[config.mk]
export PLATFORM = sky130hd
export DESIGN_NAME = obstacle_offset_pursuit_steering
export DESIGN_NICKNAME = d
export VERILOG_FILES = /design/src/sv/oops_pkg.sv /design/src/sv/obstacle_offset_pursuit_steering.sv /design/src/sv/oops_ctrl.sv /design/src/sv/oops_dp.sv
export SDC_FILE = /design/constraint.sdc
export NUM_CORES = 2
export LEC_CHECK = 0
export BUFFER_PORTS_ARGS = -buffer_cell sky130_fd_sc_hd__buf_2
export CORE_MARGIN = 2
export CORE_UTILIZATION = 57
export CTS_CLUSTER_DIAMETER = 30
export DETAILED_ROUTE_END_ITERATION = 10
export GPL_ROUTABILITY_DRIVEN = 1
export PLACE_DENSITY = 0.74
export SLEW_MARGIN = 20
export SYNTH_ARGS = -nofsm -noshare
export SYNTH_HDL_FRONTEND = slang
export SYNTH_SLANG_ARGS = --single-unit
[constraint.sdc]
create_clock -name i_clk -period 13.07 [get_ports i_clk]
set_input_delay 3.921 -clock i_clk [delete_from_list [all_inputs] [get_ports i_clk]]
set_output_delay 3.921 -clock i_clk [all_outputs]
set_load 0.03 [all_outputs]
[src/sv/oops_pkg.sv]
// ----------------------------------------------------------------------------
// oops_pkg: shared types and constants of the offset pursuit steering block
// Holds the register map, the CORDIC arctangent table, the controller state
// and datapath operation codes, and the structs that join the two.
// ----------------------------------------------------------------------------
package oops_pkg;

    // Number of CORDIC micro-rotations (legal range 8 to 24).
    localparam int CORDIC_STEPS = 16;
    localparam int ATAN_LEN     = 24;
    localparam int IDX_W        = $clog2(ATAN_LEN);
    // The square root of a 32-bit radicand settles one result bit per step.
    localparam int ISQRT_STEPS  = 16;
    localparam int ITER_STEPS   = (CORDIC_STEPS > ISQRT_STEPS) ? CORDIC_STEPS : ISQRT_STEPS;

    // Widths of the CORDIC vector and angle registers.
    localparam int CW = 20;
    localparam int ZW = 20;
    // Shared multiplier operand and product widths.
    localparam int MW = 17;
    localparam int PW = 2 * MW;

    // Quarter turn in radians scaled by 65536.
    localparam logic signed [ZW-1:0] QUARTER_TURN = ZW'(102944);

    localparam int CFG_IDX_W  = 3;
    localparam int CFG_DATA_W = 16;

    typedef enum logic [CFG_IDX_W-1:0] {
        REG_SAFE_DISTANCE    = 3'd0,
        REG_RELEASE_MARGIN   = 3'd1,
        REG_AVOIDANCE_OFFSET = 3'd2,
        REG_FORWARD_BIAS     = 3'd3,
        REG_MAX_LINEAR_SPEED = 3'd4,
        REG_LINEAR_GAIN      = 3'd5,
        REG_MAX_ANGULAR_RATE = 3'd6,
        REG_ANGULAR_GAIN     = 3'd7
    } t_reg_idx;

    typedef struct packed {
        logic [14:0]        safe_distance;
        logic [14:0]        release_margin;
        logic [14:0]        avoidance_offset;
        logic signed [15:0] forward_bias;
        logic [15:0]        max_linear_speed;
        logic [9:0]         linear_gain;
        logic [14:0]        max_angular_rate;
        logic [9:0]         angular_gain;
    } t_cfg;

    typedef enum logic [3:0] {
        S_IDLE,
        S_SQY,
        S_SQZ,
        S_SQIN,
        S_SQOUT,
        S_GOALY,
        S_SQGX,
        S_SQGY,
        S_INIT,
        S_ITER,
        S_SPEED,
        S_RATE,
        S_CLAMP,
        S_DONE
    } t_state;

    typedef enum logic [3:0] {
        OP_NONE,
        OP_LOAD,
        OP_SQY,
        OP_SQZ,
        OP_SQIN,
        OP_SQOUT,
        OP_GOALY,
        OP_SQGX,
        OP_SQGY,
        OP_INIT,
        OP_ITER,
        OP_SPEED,
        OP_RATE,
        OP_CLAMP,
        OP_OUT
    } t_op;

    typedef struct packed {
        t_op  op;
        logic first;
    } t_cmd;

    typedef struct packed {
        logic iter_done;
        logic last;
    } t_status;

    // atan(2^-i) in radians scaled by 65536.
    function automatic logic [16:0] atan_q16(input logic [IDX_W-1:0] i);
        logic [16:0] v;
        case (i)
            5'd0:    v = 17'd51472;
            5'd1:    v = 17'd30385;
            5'd2:    v = 17'd16055;
            5'd3:    v = 17'd8150;
            5'd4:    v = 17'd4091;
            5'd5:    v = 17'd2047;
            5'd6:    v = 17'd1024;
            5'd7:    v = 17'd512;
            5'd8:    v = 17'd256;
            5'd9:    v = 17'd128;
            5'd10:   v = 17'd64;
            5'd11:   v = 17'd32;
            5'd12:   v = 17'd16;
            5'd13:   v = 17'd8;
            5'd14:   v = 17'd4;
            5'd15:   v = 17'd2;
            5'd16:   v = 17'd1;
            default: v = 17'd0;
        endcase
        return v;
    endfunction

endpackage

[src/sv/obstacle_offset_pursuit_steering.sv]
// ----------------------------------------------------------------------------
// obstacle_offset_pursuit_steering: goal point and drive command generator
// Turns obstacle centroids into offset goal points and, once per frame, a
// linear speed and turn rate toward the goal.
// ----------------------------------------------------------------------------
// Each accepted centroid beat yields exactly one result beat. The block works
// on one centroid at a time: a centroid that is not the first of its frame
// passes through four uses of the shared 17 by 17 multiplier (y squared, z
// squared, and the inner and outer radius squared) and the goal compare before
// its output register is loaded. The first centroid of a frame also runs the
// square root and CORDIC loop, which run side by side for max(16, CORDIC_STEPS)
// steps. After loading the output register the block returns to idle, and only
// there accepts the next centroid, so it never takes a new centroid before it
// is through with the last; a result still waiting on a stalled output holds
// it in its done state. The
// output register lets the next centroid be taken while a result waits. After
// reset the next centroid starts a frame; a beat with s_axis_tlast high makes
// the following one start a new frame. Configuration is written through a
// plain write port and should only change while no beat is in flight.
// ----------------------------------------------------------------------------
module obstacle_offset_pursuit_steering import oops_pkg::*; (
    input  logic                  i_clk,
    input  logic                  i_rst_n,
    // Configuration write port.
    input  logic                  i_cfg_we,
    input  logic [CFG_IDX_W-1:0]  i_cfg_index,
    input  logic [CFG_DATA_W-1:0] i_cfg_data,
    // Centroid input stream.
    input  logic                  s_axis_tvalid,
    output logic                  s_axis_tready,
    // tdata, from bit 0: centroid_x[15:0], centroid_y[31:16], centroid_z[47:32]
    input  logic [47:0]           s_axis_tdata,
    // tlast: frame_end
    input  logic                  s_axis_tlast,
    // Goal output stream.
    output logic                  m_axis_tvalid,
    input  logic                  m_axis_tready,
    // tdata, from bit 0: goal_x[15:0], goal_y[31:16], linear_speed[47:32],
    // angular_rate[63:48]
    output logic [63:0]           m_axis_tdata,
    // tuser: command_valid
    output logic                  m_axis_tuser,
    // tlast: frame_last
    output logic                  m_axis_tlast
);

    t_cfg    r_cfg;
    t_cmd    cmd;
    t_status status;

    // Register file. Every index of the three-bit address maps to a register.
    always_ff @(posedge i_clk) begin
        if (!i_rst_n) begin
            r_cfg.safe_distance    <= 15'd512;
            r_cfg.release_margin   <= 15'd256;
            r_cfg.avoidance_offset <= 15'd256;
            r_cfg.forward_bias     <= 16'sd26;
            r_cfg.max_linear_speed <= 16'd128;
            r_cfg.linear_gain      <= 10'd128;
            r_cfg.max_angular_rate <= 15'd8192;
            r_cfg.angular_gain     <= 10'd256;
        end else if (i_cfg_we) begin
            unique case (t_reg_idx'(i_cfg_index))
                REG_SAFE_DISTANCE:    r_cfg.safe_distance    <= i_cfg_data[14:0];
                REG_RELEASE_MARGIN:   r_cfg.release_margin   <= i_cfg_data[14:0];
                REG_AVOIDANCE_OFFSET: r_cfg.avoidance_offset <= i_cfg_data[14:0];
                REG_FORWARD_BIAS:     r_cfg.forward_bias     <= signed'(i_cfg_data);
                REG_MAX_LINEAR_SPEED: r_cfg.max_linear_speed <= i_cfg_data;
                REG_LINEAR_GAIN:      r_cfg.linear_gain      <= i_cfg_data[9:0];
                REG_MAX_ANGULAR_RATE: r_cfg.max_angular_rate <= i_cfg_data[14:0];
                REG_ANGULAR_GAIN:     r_cfg.angular_gain     <= i_cfg_data[9:0];
                default: begin
                end
            endcase
        end
    end

    // The controller sequences the work; the datapath holds all arithmetic.
    oops_ctrl u_ctrl (
        .i_clk      (i_clk),
        .i_rst_n    (i_rst_n),
        .i_s_tvalid (s_axis_tvalid),
        .o_s_tready (s_axis_tready),
        .i_m_tready (m_axis_tready),
        .o_m_tvalid (m_axis_tvalid),
        .o_cmd      (cmd),
        .i_status   (status)
    );

    oops_dp u_dp (
        .i_clk     (i_clk),
        .i_cfg     (r_cfg),
        .i_cmd     (cmd),
        .i_s_tdata (s_axis_tdata),
        .i_s_tlast (s_axis_tlast),
        .o_status  (status),
        .o_m_tdata (m_axis_tdata),
        .o_m_tuser (m_axis_tuser),
        .o_m_tlast (m_axis_tlast)
    );

`ifndef SYNTHESIS
    // Only one centroid is in flight, so acceptance never repeats back to back.
    a_one_in_flight: assert property (@(posedge i_clk) disable iff (!i_rst_n)
        (s_axis_tvalid && s_axis_tready) |=> !s_axis_tready)
        else $error("second beat accepted while busy");

    // A result without a drive command carries zero speed and rate.
    a_no_command_zero: assert property (@(posedge i_clk) disable iff (!i_rst_n)
        (m_axis_tvalid && !m_axis_tuser) |-> (m_axis_tdata[63:32] == 32'd0))
        else $error("speed or rate set on a beat without a command");

    // While a result that ends a frame waits, the next centroid starts a frame.
    a_frame_restart: assert property (@(posedge i_clk) disable iff (!i_rst_n)
        (m_axis_tvalid && m_axis_tlast) |-> cmd.first)
        else $error("frame start not tracked");
`endif

endmodule

[src/sv/oops_ctrl.sv]
// ----------------------------------------------------------------------------
// oops_ctrl: sequencing controller
// Walks each centroid through the goal steps, the first of a frame also through
// the drive command steps; tracks frame starts and owns o_m_tvalid.
// ----------------------------------------------------------------------------
module oops_ctrl import oops_pkg::*; (
    input  logic    i_clk,
    input  logic    i_rst_n,
    input  logic    i_s_tvalid,
    output logic    o_s_tready,
    input  logic    i_m_tready,
    output logic    o_m_tvalid,
    output t_cmd    o_cmd,
    input  t_status i_status
);

    t_state r_state;
    t_state n_state;
    logic   r_first;
    logic   r_out_valid;
    logic   out_free;

    assign out_free   = !r_out_valid || i_m_tready;
    assign o_m_tvalid = r_out_valid;

    always_ff @(posedge i_clk) begin
        if (!i_rst_n) begin
            r_state     <= S_IDLE;
            r_first     <= 1'b1;
            r_out_valid <= 1'b0;
        end else begin
            r_state <= n_state;
            if (o_cmd.op == OP_OUT) begin
                r_out_valid <= 1'b1;
                r_first     <= i_status.last;
            end else if (i_m_tready) begin
                r_out_valid <= 1'b0;
            end
        end
    end

    always_comb begin
        n_state     = r_state;
        o_cmd.op    = OP_NONE;
        o_cmd.first = r_first;
        o_s_tready  = 1'b0;
        unique case (r_state)
            S_IDLE: begin
                o_s_tready = i_rst_n;
                if (i_s_tvalid && i_rst_n) begin
                    o_cmd.op = OP_LOAD;
                    n_state  = S_SQY;
                end
            end
            S_SQY: begin
                o_cmd.op = OP_SQY;
                n_state  = S_SQZ;
            end
            S_SQZ: begin
                o_cmd.op = OP_SQZ;
                n_state  = S_SQIN;
            end
            S_SQIN: begin
                o_cmd.op = OP_SQIN;
                n_state  = S_SQOUT;
            end
            S_SQOUT: begin
                o_cmd.op = OP_SQOUT;
                n_state  = S_GOALY;
            end
            S_GOALY: begin
                o_cmd.op = OP_GOALY;
                n_state  = r_first ? S_SQGX : S_DONE;
            end
            S_SQGX: begin
                o_cmd.op = OP_SQGX;
                n_state  = S_SQGY;
            end
            S_SQGY: begin
                o_cmd.op = OP_SQGY;
                n_state  = S_INIT;
            end
            S_INIT: begin
                o_cmd.op = OP_INIT;
                n_state  = S_ITER;
            end
            S_ITER: begin
                o_cmd.op = OP_ITER;
                if (i_status.iter_done) begin
                    n_state = S_SPEED;
                end
            end
            S_SPEED: begin
                o_cmd.op = OP_SPEED;
                n_state  = S_RATE;
            end
            S_RATE: begin
                o_cmd.op = OP_RATE;
                n_state  = S_CLAMP;
            end
            S_CLAMP: begin
                o_cmd.op = OP_CLAMP;
                n_state  = S_DONE;
            end
            S_DONE: begin
                if (out_free) begin
                    o_cmd.op = OP_OUT;
                    n_state  = S_IDLE;
                end
            end
            default: begin
                n_state = S_IDLE;
            end
        endcase
    end

`ifndef SYNTHESIS
    // An accepted centroid always starts the squaring sequence.
    a_accept_starts: assert property (@(posedge i_clk) disable iff (!i_rst_n)
        (i_s_tvalid && o_s_tready) |=> (r_state == S_SQY))
        else $error("accepted beat did not start the sequence");

    // The iteration loop holds until the datapath reports its last step.
    a_iter_holds: assert property (@(posedge i_clk) disable iff (!i_rst_n)
        (r_state == S_ITER && !i_status.iter_done) |=> (r_state == S_ITER))
        else $error("iteration loop left early");

    // Only the first centroid of a frame runs the drive command steps.
    a_skip_command: assert property (@(posedge i_clk) disable iff (!i_rst_n)
        (r_state == S_GOALY && !r_first) |=> (r_state == S_DONE))
        else $error("drive command computed for a later centroid");

    // A waiting result is never overwritten.
    a_no_overwrite: assert property (@(posedge i_clk) disable iff (!i_rst_n)
        (o_cmd.op == OP_OUT) |-> out_free)
        else $error("output register loaded while full");
`endif

endmodule

[src/sv/oops_dp.sv]
// ----------------------------------------------------------------------------
// oops_dp: goal and drive command datapath
// One shared multiplier with a registered product, an iterative square root
// and an iterative CORDIC arctangent, plus the output register.
// ----------------------------------------------------------------------------
module oops_dp import oops_pkg::*; (
    input  logic        i_clk,
    input  t_cfg        i_cfg,
    input  t_cmd        i_cmd,
    input  logic [47:0] i_s_tdata,
    input  logic        i_s_tlast,
    output t_status     o_status,
    output logic [63:0] o_m_tdata,
    output logic        o_m_tuser,
    output logic        o_m_tlast
);

    // Captured item.
    logic signed [15:0] r_gx;
    logic signed [15:0] r_cy;
    logic signed [15:0] r_cz;
    logic               r_last;
    logic signed [15:0] r_gy;

    // Shared multiplier.
    logic signed [MW-1:0] mul_a;
    logic signed [MW-1:0] mul_b;
    logic signed [PW-1:0] r_prod;

    // Distance tests.
    logic [31:0] r_d2;
    logic        r_lt;
    logic [31:0] r_rad;

    // Square root.
    logic [31:0] r_rem;
    logic [31:0] r_root;
    logic [31:0] r_bit;
    logic [32:0] trial;

    // CORDIC.
    logic signed [CW-1:0] r_x;
    logic signed [CW-1:0] r_y;
    logic signed [ZW-1:0] r_z;
    logic                 r_zero;
    logic [IDX_W-1:0]     r_cnt;
    logic signed [CW-1:0] xs;
    logic signed [CW-1:0] ys;
    logic signed [ZW-1:0] atan_s;
    logic signed [ZW-1:0] z_rnd;

    // Drive command.
    logic signed [15:0] r_ang;
    logic [15:0]        r_speed;
    logic signed [15:0] r_rate;

    // Combinational helpers.
    logic signed [16:0] sum_x;
    logic signed [15:0] gx_sat;
    logic signed [15:0] side;
    logic [15:0]        outer_r;
    logic [17:0]        speed_raw;
    logic signed [25:0] rate_raw;
    logic signed [25:0] lim;
    logic signed [25:0] rate_clamp;
    logic signed [CW-1:0] gx_ext;
    logic signed [CW-1:0] gy_ext;

    // Output register.
    logic signed [15:0] r_o_goal_x;
    logic signed [15:0] r_o_goal_y;
    logic [15:0]        r_o_speed;
    logic signed [15:0] r_o_rate;
    logic               r_o_valid;
    logic               r_o_last;

    assign sum_x  = 17'(signed'(i_s_tdata[15:0])) + 17'(i_cfg.forward_bias);
    assign gx_sat = (sum_x[16] != sum_x[15]) ? (sum_x[16] ? 16'sh8000 : 16'sh7fff)
                                             : sum_x[15:0];
    assign side    = r_cy[15] ? -$signed({1'b0, i_cfg.avoidance_offset})
                              : $signed({1'b0, i_cfg.avoidance_offset});
    assign outer_r = {1'b0, i_cfg.safe_distance} + {1'b0, i_cfg.release_margin};

    always_comb begin
        mul_a = '0;
        mul_b = '0;
        case (i_cmd.op)
            OP_SQY: begin
                mul_a = MW'(r_cy);
                mul_b = MW'(r_cy);
            end
            OP_SQZ: begin
                mul_a = MW'(r_cz);
                mul_b = MW'(r_cz);
            end
            OP_SQIN: begin
                mul_a = $signed({2'b00, i_cfg.safe_distance});
                mul_b = $signed({2'b00, i_cfg.safe_distance});
            end
            OP_SQOUT: begin
                mul_a = $signed({1'b0, outer_r});
                mul_b = $signed({1'b0, outer_r});
            end
            OP_SQGX: begin
                mul_a = MW'(r_gx);
                mul_b = MW'(r_gx);
            end
            OP_SQGY: begin
                mul_a = MW'(r_gy);
                mul_b = MW'(r_gy);
            end
            OP_SPEED: begin
                mul_a = $signed({7'd0, i_cfg.linear_gain});
                mul_b = $signed({1'b0, r_root[15:0]});
            end
            OP_RATE: begin
                mul_a = $signed({7'd0, i_cfg.angular_gain});
                mul_b = MW'(r_ang);
            end
            default: begin
                mul_a = '0;
                mul_b = '0;
            end
        endcase
    end

    // Square root and CORDIC step logic.
    assign trial  = {1'b0, r_root} + {1'b0, r_bit};
    assign xs     = r_x >>> r_cnt;
    assign ys     = r_y >>> r_cnt;
    assign atan_s = $signed(ZW'(atan_q16(r_cnt)));
    assign z_rnd  = r_z + ZW'(8);
    assign gx_ext = CW'(r_gx);
    assign gy_ext = CW'(r_gy);

    assign speed_raw  = r_prod[25:8];
    assign rate_raw   = r_prod[33:8];
    assign lim        = $signed({11'd0, i_cfg.max_angular_rate});
    assign rate_clamp = (rate_raw > lim) ? lim : ((rate_raw < -lim) ? -lim : rate_raw);

    always_ff @(posedge i_clk) begin
        r_prod <= mul_a * mul_b;
        case (i_cmd.op)
            OP_LOAD: begin
                r_gx   <= gx_sat;
                r_cy   <= signed'(i_s_tdata[31:16]);
                r_cz   <= signed'(i_s_tdata[47:32]);
                r_last <= i_s_tlast;
            end
            OP_SQZ: begin
                r_d2 <= r_prod[31:0];
            end
            OP_SQIN: begin
                r_d2 <= r_d2 + r_prod[31:0];
            end
            OP_SQOUT: begin
                r_lt <= r_d2 < r_prod[31:0];
            end
            OP_GOALY: begin
                if (r_lt) begin
                    r_gy <= side;
                end else if (r_d2 > r_prod[31:0]) begin
                    r_gy <= -side;
                end else begin
                    r_gy <= '0;
                end
            end
            OP_SQGY: begin
                r_rad <= r_prod[31:0];
            end
            OP_INIT: begin
                r_rem  <= r_rad + r_prod[31:0];
                r_root <= '0;
                r_bit  <= 32'h4000_0000;
                r_cnt  <= '0;
                r_zero <= (r_gx == 16'sd0) && (r_gy == 16'sd0);
                if (r_gx[15]) begin
                    if (!r_gy[15]) begin
                        r_x <= gy_ext;
                        r_y <= -gx_ext;
                        r_z <= QUARTER_TURN;
                    end else begin
                        r_x <= -gy_ext;
                        r_y <= gx_ext;
                        r_z <= -QUARTER_TURN;
                    end
                end else begin
                    r_x <= gx_ext;
                    r_y <= gy_ext;
                    r_z <= '0;
                end
            end
            OP_ITER: begin
                r_cnt <= r_cnt + IDX_W'(1);
                if (r_bit != '0) begin
                    if ({1'b0, r_rem} >= trial) begin
                        r_rem  <= r_rem - trial[31:0];
                        r_root <= (r_root >> 1) + r_bit;
                    end else begin
                        r_root <= r_root >> 1;
                    end
                    r_bit <= r_bit >> 2;
                end
                if (!r_zero && (r_cnt < IDX_W'(CORDIC_STEPS))) begin
                    if (!r_y[CW-1]) begin
                        r_x <= r_x + ys;
                        r_y <= r_y - xs;
                        r_z <= r_z + atan_s;
                    end else begin
                        r_x <= r_x - ys;
                        r_y <= r_y + xs;
                        r_z <= r_z - atan_s;
                    end
                end
            end
            OP_SPEED: begin
                r_ang <= r_zero ? 16'sd0 : z_rnd[19:4];
            end
            OP_RATE: begin
                r_speed <= (speed_raw > {2'b00, i_cfg.max_linear_speed})
                           ? i_cfg.max_linear_speed : speed_raw[15:0];
            end
            OP_CLAMP: begin
                r_rate <= -rate_clamp[15:0];
            end
            OP_OUT: begin
                r_o_goal_x <= r_gx;
                r_o_goal_y <= r_gy;
                r_o_valid  <= i_cmd.first;
                r_o_speed  <= i_cmd.first ? r_speed : 16'd0;
                r_o_rate   <= i_cmd.first ? r_rate : 16'sd0;
                r_o_last   <= r_last;
            end
            default: begin
            end
        endcase
    end

    assign o_status.iter_done = (r_cnt == IDX_W'(ITER_STEPS - 1));
    assign o_status.last      = r_last;

    assign o_m_tdata = {r_o_rate, r_o_speed, r_o_goal_y, r_o_goal_x};
    assign o_m_tuser = r_o_valid;
    assign o_m_tlast = r_o_last;

endmodule
# After elaboration in Yosys (flattened, before gate mapping)
# Memory sizes are Yosys's and may differ from the RTL's. A register that Yosys moved wholly into a read port is not among the register bits.
# Index checks and enable logic that the tools add are counted.
[classes]
n_addsub = 21
multipliers = 1
order_cmp = 7
n_eq_ne = 42
shifts = 2
n_mux = 47
reduce_logical = 26
[ops]
columns = ["cell", "n"]
rows = [
  ["$pmux W17 S8", 2],
  ["$pmux W32 S2", 4],
  ["$mux W20", 12],
  ["$mux W32", 5],
  ["$mux W16", 8],
  ["$pmux W20 S2", 3],
  ["$pmux W4 S14", 2],
  ["$add A32 B32 Y32", 2],
  ["$eq A4 B4 Y1 const B", 13],
  ["$add A20 B20 Y20", 2],
  ["$neg A16 Y20", 2],
  ["$sshr A20 B5 Y20", 2],
  ["$sub A20 B20 Y20", 2],
  ["$mul A17 B17 Y34", 1],
  ["$add A32 B32 Y33", 1],
  ["$ge A32 B33 Y1", 1],
  ["$add A31 B32 Y32", 1],
  ["$eq A4 B3 Y1 const B", 8],
  ["$gt A32 B32 Y1", 1],
  ["$logic_not A16 Y1", 2],
  ["$lt A32 B32 Y1", 1],
  ["$neg A16 Y16", 2],
  ["$reduce_bool A32 Y1", 1],
  ["$sub A32 B32 Y32", 1],
  ["33 further kinds", 67],
]
[totals]
reg_bits = 558
mem_bits_ro = 512
in_bits = 73
out_inout_bits = 68
wordCells = 184
mem_count = 1
[mem_list]
columns = ["name", "words", "width", "rd", "rd_ports_with_merged_regs", "wr", "line", "text"]
rows = [
  ["(name not given)", 32, 16, 1, 1, 0, "oops_pkg.sv:99", "case (i)"],
]

# Longest topological paths before layout
[depth]
depth_word = 7
ltp_mapped = 39
ltp_nobuf = 38

# Modules after synthesis
# A second synthesis with hierarchy kept.
[unflattened]
hier_cells = 5297
area_unflattened_um2 = 49695.2
[modules_own_cells]
columns = ["mod", "instances", "cells_per_inst", "area_each_um2", "seq_area_each_um2"]
rows = [
  ["oops_dp", 1, 4843, 45083.2, 12712.2],
  ["obstacle_offset_pursuit_steering", 1, 399, 4162.7, 2242.2],
  ["oops_ctrl", 1, 55, 449.2, 120.1],
]

# Least setup slack after synthesis
# Ideal clock, no wire load.
[synth_path]
path_kind = "register to register"
from = "register r_cfg[97] (netlist name)"
to = "register u_dp.r_prod[33]"
setup_ns = 0.072
arrival_time_ns = 8.570
t_required_ns = 12.998
path_slack_ns = 4.428
path_stages_with_launch = 38
n_path_buf = 1
period_less_slack_ns = 8.642
path_cell_list = "dfxtp_1 ha_1 inv_1 fa_1 nor2b_1 o21ai_0 a21boi_0 o21ai_0 a21oi_1 o21a_1 o21a_1 nor3_1 o311ai_1 inv_1 nand2_1 clkbuf_1 nand2_1 fa_1 [2 not listed] inv_1 fa_1 inv_1 fa_1 fa_1 inv_1 fa_1 inv_1 ha_1 a21oi_1 nand3b_1 o221ai_1 o211ai_1 a31oi_1 nor3_1 or3_1 a21oi_1 xnor2_1"
[synth_via]
elab_chain_len = 3
elab_cells_between_ends = 4
cone_classes = "add/sub: 1; mul: 1; mux: 2"
[synth_lines]
columns = ["item", "line", "text"]
rows = [
  ["start, declared", "obstacle_offset_pursuit_steering.sv:47", "t_cfg r_cfg;"],
  ["$add A15 B15 Y16", "oops_dp.sv:82", "assign outer_r = {1'b0, i_cfg.safe_distance} + {1'b0, i_cfg.release_margin};"],
  ["$pmux W17 S8", "oops_dp.sv:87", "case (i_cmd.op)"],
  ["$mul A17 B17 Y34 (*)", "oops_dp.sv:142", "r_prod <= mul_a * mul_b;"],
  ["end signal, assigned", "oops_dp.sv:142", ""],
  ["end, declared", "oops_dp.sv:28", "logic signed [PW-1:0] r_prod;"],
]
# Mark *: on every way between the ends. The rest lies on a longest branch, timed or not.
# A chain may end at the register's enable or synchronous reset.

# Final worst setup path
# Same ends and word-level chain as after synthesis.

==> flow_summary.toml <==
[logic_synthesis]
syn_nets = 6195
yosysTopAreaCell = "edfxtp_1"
synth_cells = 5408
yosysSeqAreaShare_pct = 30.4
yosysWarnings = 0
syn_area_per_cell_sq_um = 9.16
synthFlopType = "edfxtp_1"
synthTopCellsByArea = "edfxtp_1 (24%), fa_1 (12%), ha_1 (10%)"
ys_ff_latch = 558
synth_cell_type_count = 91
synth_edf_count = 390
synth-async-reset-ratio_pct = 0
synth_top_area_share_pct = 23.6
netlist_area_sq_um = 49600

[clocking]
cts_tree = "yes"
clock-sinks = 558
htreeDepth = 4
ctsResizeCount = 0
root_buffer = "clkbuf_16"
clk_latency_ns = 0.75
clk_path_buf_depth = 3
post_cts_buffers = 0
clkTransAtPathRegs_ns = 0.05
cts_hold_buffers = 0
cts_buffers = 137

[critical_path]
cp.arrival_ns = 10.93
crit_start = "r_cfg[97]"
rr_endpoint = "u_dp.r_prod[33]"
path_depth = 36
crit_buf_inv = 7
critPathKind = "reg2reg"
cpMaxStageDelayCell = "o311ai_2"
r2r_slack_ns = 2.74
crit_end = "u_dp.r_prod[33]"
end_kind = "flop"
rr_worst_depth = 36
crit_fanout = 13
slowest_delay_ns = 0.91
cp_top_family = "adder cells"
start_kind = "flop"
required_ns = 13.68
worstReg2RegStart = "r_cfg[97]"

[timing]
setup_tns_ns = 0
clock_skew_ns = 0.0377
drv_slew = 0
period_minus_slack_ns = 10.33
worst_pin_slew_ns = 1.13
hold_viol = 0
fmax_mhz = 96.8
rsz0062_at_grt = "false"
period_share_pct = 79.0
max_slew_margin_pct = 24.3
finalSetupViolCount = 0

[finish]
areaGrowthSynthToFinish_pct = 13.7
stdcell_count = 6821
final_common_cell = "nand2_1"
layout_common_cells = "nand2_1 (616), inv_1 (534), nor2_1 (514)"
fin_nets = 6326
fillCellCount = 6870
drive_gt1_share_pct = 9.91

[die]
ioPinCount = 141
start_util_pct = 57.3
die_w_um = 299
rows = 108
core_sq_um = 86500
die_height_um = 299
dieArea_sq_um = 89300

[route]
drc = 0
drt_iter0_drc = 4106
vias = 41600
ant_nets = 0
wire_per_inst_um = 21.3
drt_first_pass_iters = 8
drt-total-wl_mm = 145
vias_per_cell = 6.09

[run_status]
status = "finished, final reports clean"

[grt]
grt_max_degree = 121
grt-ovfl-total = 0
grt_antenna_before_repair = 12
grt_pass1_wl_mm = 226
grt_pass1_vias = 40400
groute.usage.overall_pct = 32.4

[power]
peakVddDrop_uv = 141
power_leakage_nw = 23.9
power.density_nw_per_um2 = 133

[min_path]
hold_start = "r_cfg[51]"
hp-class = "reg2reg"

[placement]
dp.cells = 6555
hpwl_mm = 108
port_buffers = 140
gp_congestion = 0.951

[job]
cap_violations = 0
==> cell usage after synthesis (11+ instances only) <==
cell type  count
and3_1        27
a211oi_1      42
nor3_1       104
or2_2         22
a22oi_1       31
mux4_2        30
fa_1         304
nor2_1       521
nand4_1       31
o21ai_0      278
inv_1        535
o31ai_1       35
a31o_2        14
o211ai_1      46
o41ai_1       11
nand2b_1      70
nor2b_1       45
dfxtp_1      168
a31oi_1       59
a221oi_1      23
buf_1         20
nand2_1      616
nand3b_1      16
o22ai_1       16
o21bai_1      36
a222oi_1      12
nor4_1        22
a21oi_1      274
a211o_1       15
edfxtp_1     390
mux2i_1       56
xnor2_1      208
a21o_1       100
and2_1        76
xor2_1       146
or3_1         38
a21boi_0     108
o21a_1        37
ha_1         410
nand3_1       81
clkbuf_1     166
==> how the worst min path moves through the flow <==
| stage | to | slack [ns] | depth (start not counted) |
|---|---|---|---|
| final | r_cfg[51] | 0.47 | 2 |
| after CTS | r_cfg[34] | 0.47 | 2 |
| after floorplan | u_dp.r_o_goal_x[15] | 0.42 | 0 |
| after global placement | u_dp.o_m_tlast | 0.45 | 0 |
| after global routing | r_cfg[51] | 0.49 | 2 |
| after detailed placement | u_dp.o_m_tlast | 0.46 | 0 |
==> area by class of cell <==
cell class	instances	area, sq um	area share [%]
tap	1155	1450	2.56
multi-input combinational	4102	31800	56.5
clock inverter	96	1190	2.11
sequential	558	15100	26.8
clock buffer	157	3610	6.40
antenna	13	32.5	0.0577
inverter	539	2030	3.59
timing repair buffer	201	1160	2.06
==> cells by family after synthesis <==
kind of cell	count (synthesis)	synth area share, %
AND/OR/NAND/NOR	1710	15.6
AO/OA/AOI/OAI	1218	16.0
buffers and inverters	748	5.82
adder cells (fa/ha/maj)	714	22.6
flip-flops	558	30.4
XOR/XNOR	354	6.26
multiplexers	106	3.25
==> stage by stage <==
stage	area, sq um	utilization, %	hold WS (ns)	setup slack, ns	power [mW]
final	56300	65.2	0.470	2.74	7.48
after global placement	51500	59.5	0.446	3.22	3.92
after floorplan	49600	-	0.424	4.43	3.42
after detailed placement	51500	59.6	0.463	3.00	3.96
after global routing	56300	65.1	0.489	2.23	7.79
after CTS	56300	65.1	0.470	2.96	7.47
==> flip-flops by register name, summed over array words and instances (netlist names), 20 cells and up <==
| register | cells |
|---|---|
| r_cfg | 112 |
| u_dp.r_d2 | 32 |
| u_dp.r_prod | 34 |
| u_dp.r_rad | 32 |
| u_dp.r_rem | 32 |
| u_dp.r_root | 32 |
| u_dp.r_x | 20 |
| u_dp.r_y | 20 |
| u_dp.r_z | 20 |
==> worst min-delay path: cells and delay by family (launching register included) <==
family           cells  cell delay [ns]
AND/OR/NAND/NOR      1             0.05
flip-flops           1             0.30
AO/OA/AOI/OAI        1             0.06
==> metal layers <==
metal	vias up	track usage, %	share of wire (%)
met1	19900	43.4	40
met2	2048	50.3	45
met4	10	14.1	4.6
li1	19200	-	-
met3	395	7.36	10
met5	-	0	0.040
==> where the power goes <==
part	switching, mW	internal [mW]
logic	1.10	0.711
registers	0.156	2.02
clock network	1.19	2.31
total	2.45	5.04
(Power assumes the default switching activity.)
